## src/hw/rtl/bvpe_pkg.sv

```systemverilog
// ----------------------------------------------------------------------------
// bvpe_pkg
// Shared types, constants and helpers for the Bezier volume point evaluator.
// ----------------------------------------------------------------------------
package bvpe_pkg;

    localparam int MAX_DEGREE_DEF  = 3;
    localparam int COORD_WIDTH_DEF = 32;

    localparam int DEG_W   = 2;    // degree register width
    localparam int IDX_W   = 6;    // control point slot i*16+j*4+k
    localparam int DEPTH   = 64;
    localparam int PARAM_W = 16;   // Q1.15 parameter
    localparam int XY_W    = 32;   // coordinate port width
    localparam int WGT_W   = 31;   // Q.30 weight, up to and including 1.0
    localparam int RAW_W   = 46;   // unnormalized Bernstein product
    localparam int ACC_W   = 72;   // exact accumulator

    localparam logic [PARAM_W-1:0] ONE_Q15 = 16'd32768;

    localparam logic       OP_LOAD = 1'b0;
    localparam logic       OP_EVAL = 1'b1;

    localparam logic [1:0] REG_DEG_U = 2'd0;
    localparam logic [1:0] REG_DEG_V = 2'd1;
    localparam logic [1:0] REG_DEG_W = 2'd2;

    typedef struct packed {
        logic [DEG_W-1:0] nu;
        logic [DEG_W-1:0] nv;
        logic [DEG_W-1:0] nw;
    } deg_t;

    // C(n,i) for n, i up to 3
    function automatic logic [1:0] binom(input logic [DEG_W-1:0] n, input logic [DEG_W-1:0] i);
        logic [1:0] c;
        c = 2'd1;
        if (i > n)
        begin
            c = 2'd0;
        end
        else if (n == 2'd2 && i == 2'd1)
        begin
            c = 2'd2;
        end
        else if (n == 2'd3 && (i == 2'd1 || i == 2'd2))
        begin
            c = 2'd3;
        end
        return c;
    endfunction

endpackage

```

## src/hw/rtl/bvpe_weight.sv

```systemverilog
// ----------------------------------------------------------------------------
// bvpe_weight
// Bernstein weight sequencer: one multiply per cycle per weight factor.
// ----------------------------------------------------------------------------
module bvpe_weight #(
    parameter int MAX_DEGREE = 3
) (
    input  logic                                  clk,
    input  logic                                  rst_n,
    input  logic                                  start,
    input  bvpe_pkg::deg_t                        deg,
    input  logic [2:0][bvpe_pkg::PARAM_W-1:0]     param,
    output logic [MAX_DEGREE:0][bvpe_pkg::WGT_W-1:0] wu,
    output logic [MAX_DEGREE:0][bvpe_pkg::WGT_W-1:0] wv,
    output logic [MAX_DEGREE:0][bvpe_pkg::WGT_W-1:0] ww,
    output logic                                  done
);
    import bvpe_pkg::*;

    localparam int DW = MAX_DEGREE + 1;
    localparam int IW = (DW > 1) ? $clog2(DW) : 1;

    logic             busy_reg, busy_next;
    logic             done_reg, done_next;
    logic [1:0]       ax_reg, ax_next;
    logic [DEG_W-1:0] wi_reg, wi_next;
    logic [DEG_W-1:0] we_reg, we_next;
    logic [RAW_W-1:0] r_reg, r_next;
    logic [DW-1:0][WGT_W-1:0] wu_reg, wv_reg, ww_reg;

    logic [DEG_W-1:0]   n_cur, n_nxt;
    logic [PARAM_W-1:0] t_cur, s_cur, mul_op;
    logic [RAW_W+PARAM_W-1:0] prod;
    logic [WGT_W-1:0]   w_norm;
    logic               last_w;

    function automatic logic [DEG_W-1:0] pick(input deg_t d, input logic [1:0] a);
        logic [DEG_W-1:0] n;
        case (a)
            2'd0:    n = d.nu;
            2'd1:    n = d.nv;
            default: n = d.nw;
        endcase
        return n;
    endfunction

    function automatic logic [WGT_W-1:0] norm(input logic [RAW_W-1:0] r,
                                              input logic [DEG_W-1:0] n);
        logic [RAW_W-1:0] s;
        logic [WGT_W-1:0] w;
        s = r + RAW_W'(1 << 14);
        case (n)
            2'd3:    w = s[45:15];
            2'd2:    w = r[WGT_W-1:0];
            2'd1:    w = {r[15:0], 15'd0};
            default: w = {r[0], 30'd0};
        endcase
        return w;
    endfunction

    always_comb
    begin
        n_cur  = pick(deg, ax_reg);
        t_cur  = param[ax_reg];
        s_cur  = ONE_Q15 - t_cur;
        mul_op = (we_reg < wi_reg) ? t_cur : s_cur;
        prod   = r_reg * mul_op;
        w_norm = norm(r_reg, n_cur);
        last_w = (wi_reg == n_cur);
        n_nxt  = pick(deg, ax_reg + 2'd1);

        busy_next = busy_reg;
        done_next = 1'b0;
        ax_next   = ax_reg;
        wi_next   = wi_reg;
        we_next   = we_reg;
        r_next    = r_reg;

        if (start)
        begin
            busy_next = 1'b1;
            ax_next   = 2'd0;
            wi_next   = '0;
            we_next   = '0;
            r_next    = RAW_W'(binom(deg.nu, 2'd0));
        end
        else if (busy_reg)
        begin
            if (we_reg != n_cur)
            begin
                r_next  = prod[RAW_W-1:0];
                we_next = we_reg + 2'd1;
            end
            else
            begin
                we_next = '0;
                if (last_w)
                begin
                    wi_next = '0;
                    if (ax_reg == 2'd2)
                    begin
                        busy_next = 1'b0;
                        done_next = 1'b1;
                    end
                    else
                    begin
                        ax_next = ax_reg + 2'd1;
                        r_next  = RAW_W'(binom(n_nxt, 2'd0));
                    end
                end
                else
                begin
                    wi_next = wi_reg + 2'd1;
                    r_next  = RAW_W'(binom(n_cur, wi_reg + 2'd1));
                end
            end
        end
    end

    always_ff @(posedge clk or negedge rst_n)
    begin
        if (!rst_n)
        begin
            busy_reg <= 1'b0;
            done_reg <= 1'b0;
        end
        else
        begin
            busy_reg <= busy_next;
            done_reg <= done_next;
        end
    end

    always_ff @(posedge clk)
    begin
        ax_reg <= ax_next;
        wi_reg <= wi_next;
        we_reg <= we_next;
        r_reg  <= r_next;
        if (busy_reg && !start && we_reg == n_cur)
        begin
            case (ax_reg)
                2'd0:    wu_reg[wi_reg[IW-1:0]] <= w_norm;
                2'd1:    wv_reg[wi_reg[IW-1:0]] <= w_norm;
                default: ww_reg[wi_reg[IW-1:0]] <= w_norm;
            endcase
        end
    end

    assign wu   = wu_reg;
    assign wv   = wv_reg;
    assign ww   = ww_reg;
    assign done = done_reg;

endmodule

```

## config.mk

```make
export PLATFORM = sky130hd
export DESIGN_NAME = bvpe_weight
export DESIGN_NICKNAME = d
export VERILOG_FILES = /design/src/hw/rtl/bvpe_pkg.sv /design/src/hw/rtl/bvpe_weight.sv
export SDC_FILE = /design/constraint.sdc
export NUM_CORES = 2
export LEC_CHECK = 0
export BUFFER_PORTS_ARGS = -buffer_cell sky130_fd_sc_hd__buf_2
export CAP_MARGIN = 20
export CORE_MARGIN = 10
export CORE_UTILIZATION = 55
export CTS_CLUSTER_SIZE = 24
export DETAILED_ROUTE_END_ITERATION = 16
export PLACE_DENSITY = 0.76
export SLEW_MARGIN = 0
export SYNTH_ARGS = -nofsm -noshare
export SYNTH_HDL_FRONTEND = slang
export SYNTH_SLANG_ARGS = --single-unit
export TNS_END_PERCENT = 100
```

## constraint.sdc

```tcl
create_clock -name clk -period 14.8 [get_ports clk]
set_input_delay 4.44 -clock clk [delete_from_list [all_inputs] [get_ports clk]]
set_output_delay 4.44 -clock clk [all_outputs]
set_load 0.01 [all_outputs]
```

==> metrics.yaml <==
run_status:
  status: "finished clean"
timing:
  final-hold-violation-count: 0
  post-route-period-util: 0.855
  worst_slew_pin_slew_ns: 1.15
  period_needed_ns: 12.66
  maxSlewViolCount: 0
  setup_violations: 0
  max_freq_mhz: 79.0
  slew_headroom: 0.233
  rsz0062_at_grt: "false"
  finalClockSkew_ns: 0.0509
  postLayoutSetupSlackWorst_ns: 2.14
  setup_tns_ns: 0
logic_synthesis:
  synth_warnings: 0
  async_flop_share: 0.00469
  ys_seq_area_frac: 0.369
  synth_nets: 3716
  syn_area_mm2: 0.0333
  yosys.area_share.simple: 0.120
  synth_mux_area_frac: 0.00612
  syn_inst: 3067
  ys_types: 71
  synth_top_family_by_area: "adder cells"
  synth-compound-area-share: 0.0520
  synthAdderAreaFrac: 0.335
  synthFlopType: "edfxtp_1"
  synthXorXnorAreaFrac: 0.0286
  ys_ff_latch: 426
  synth-edff-count: 374
  synthesis.area_per_instance_um2: 10.9
routing:
  num_vias: 24243
  ant_nets: 0
  drt_iter0_markers: 2361
  wl_um: 102000
  firstDrtPassIters: 5
  wl_per_cell_um: 23.9
  drcViolationCount: 0
  via_per_inst: 5.69
worst_setup_path:
  path_common_cell: "fa_1"
  start_kind: "input pin"
  worst_setup_path_end_kind: "flip-flop"
  worst-path-buf-inv: 7
  arrival_ns: 13.21
  critPathTopFamily: "adder cells"
  crit_fanout: 14
  critical_path_required_ns: 15.35
  reg2reg_setup_slack_ns: 4.93
  worst_path_largest_cell_delay_ns: 0.80
  cp_slowest_cell: "xnor2_2"
  critical_path_class: "in -> reg"
clock_network:
  cts.sinks: 426
  clk_latency_ns: 0.62
  cts.repair.resized: 0
  h-tree-depth: 2
  postCtsSetupRepairBufs: 0
  root_buffer: "clkbuf_16"
  tritoncts: "yes"
  cts_hold_buf: 0
  clk_pin_slew_ns: 0.06
  numCtsBuffers: 44
  cts_buffer_depth: 3
placement:
  io_buffer_count: 429
  place_ws_ns: 1.79
  gp_congestion: 0.927
  place_hpwl_um: 73700
grt:
  grt_pass1_vias: 25145
  grt_max_degree: 47
  grt_overflow: 0
  grt_pass1_wl_um: 156000
  track_usage: 0.291
  antenna_found_initial: 1
floorplan:
  die_h_um: 266
  rows: 90
  die_w_um: 266
  dieArea_mm2: 0.0708
  start_util: 0.554
  core_mm2: 0.0601
  io_pins: 430
layout:
  fillCellCount: 4581
  syn_to_final_growth_pct: 14.2
  nNetsFinal: 4094
  drive_gt1_frac: 0.182
hold_path:
  hp-class: "reg -> reg"
flow_run:
  cap_violations: 0
## layer usage
layer	part of all wire	GRT usage
met5	0	0
met4	0.052	0.136
met1	0.36	0.363
met3	0.11	0.0690
met2	0.48	0.476
## cell usage in the layout, fill, tap and decap left out, drive strengths merged, types with 6 or more instances in the layout
cell / count
or3: 8
xor2: 45
edfxtp: 374
a21oi: 70
and2: 142
inv: 619
a21boi: 6
a22o: 8
nor2b: 6
nor2: 70
ha: 92
mux2i: 17
nand2: 535
nand2b: 10
and3: 45
clkinv: 22
a211oi: 14
nand3: 19
o21a: 9
fa: 500
xnor2: 50
clkbuf: 49
o21ai: 80
dfxtp: 50
clkinvlp: 6
a31oi: 9
o2bb2ai: 9
nor3: 14
a21o: 25
buf: 501
nand4: 9
## stage by stage
stage                util  area, um^2  hold slack, ns  cells
CTS                 0.632       38000           0.549   4260
global placement    0.608       36600           0.521   4176
global route        0.633       38000           0.581   4264
detailed placement  0.609       36600           0.540   4178
floorplan               -       33300           0.451   3067
finish              0.633       38000           0.560   4264
## final timing paths
path | start | end | cells after the start
min reg2reg | r_reg[45] | r_reg[45] | 2
min | r_reg[45] | r_reg[45] | 2
max reg2reg | ax_reg[0] | r_reg[44] | 29
min in group asynchronous | rst_n | done | 1
max in group asynchronous | rst_n | busy_reg | 1
max | param[17] | r_reg[44] | 31
## cell families (layout without fill, tap and decap cells)
family,after synthesis,in the layout
AO/OA/AOI/OAI,267,267
adder cells (fa/ha/maj),592,592
multiplexers,20,20
other,0,1
AND/OR/NAND/NOR,877,877
buffers and inverters,785,1199
XOR/XNOR,100,100
flip-flops,426,426
## worst register-to-register path: cells and delay by family, from the launching register on
kind            cells  cell delay, ns
flops               1            1.06
buf+inv             6            0.65
fa+ha+maj           7            3.37
compound gates     11            2.77
simple gates        3            0.76
mux                 1            0.42
xor+xnor            1            0.80
## synthesized netlist by cell type, drive strengths merged, types with 3 or more instances
master     n  share of area
dfxtp     50          0.030
a21oi     70          0.011
mux2i     17         0.0051
nand4      9         0.0017
o2bb2ai    9         0.0031
xnor2     50          0.013
o21ai     80          0.012
clkbuf   157          0.018
fa       500           0.30
nor2      70         0.0079
nor2b      6         0.0014
inv      615          0.069
a32o       4         0.0012
a311oi     3        0.00079
a21boi     6         0.0014
or3        8         0.0015
and3      45         0.0085
ha        92          0.035
buf       12         0.0025
and2     142          0.027
a22o       8         0.0021
nor3      14         0.0021
xnor3      4         0.0027
or2        5        0.00094
nor4       5         0.0018
o21a       9         0.0020
nand2b    10         0.0019
a21o      25         0.0056
a22oi      4         0.0014
o21bai     5         0.0011
mux2       3         0.0010
edfxtp   374           0.34
a211oi    14         0.0032
o31ai      5         0.0013
a31oi      9         0.0021
nand2    535          0.060
xor2      45          0.012
nand3     19         0.0030
## area by class of cell
class | count | area, um^2 | share of cell area
inverter | 616 | 2310 | 0.0608
timing repair buffer | 501 | 2740 | 0.0719
sequential | 426 | 12300 | 0.323
tap | 782 | 978 | 0.0257
antenna | 1 | 2.50 | 0.0000658
multi-input combinational | 1856 | 18300 | 0.482
clock inverter | 33 | 283 | 0.00743
clock buffer | 49 | 1120 | 0.0294
Power is not shown: default switching activity piles up to over one toggle a cycle in this logic, so the estimate is an artifact.
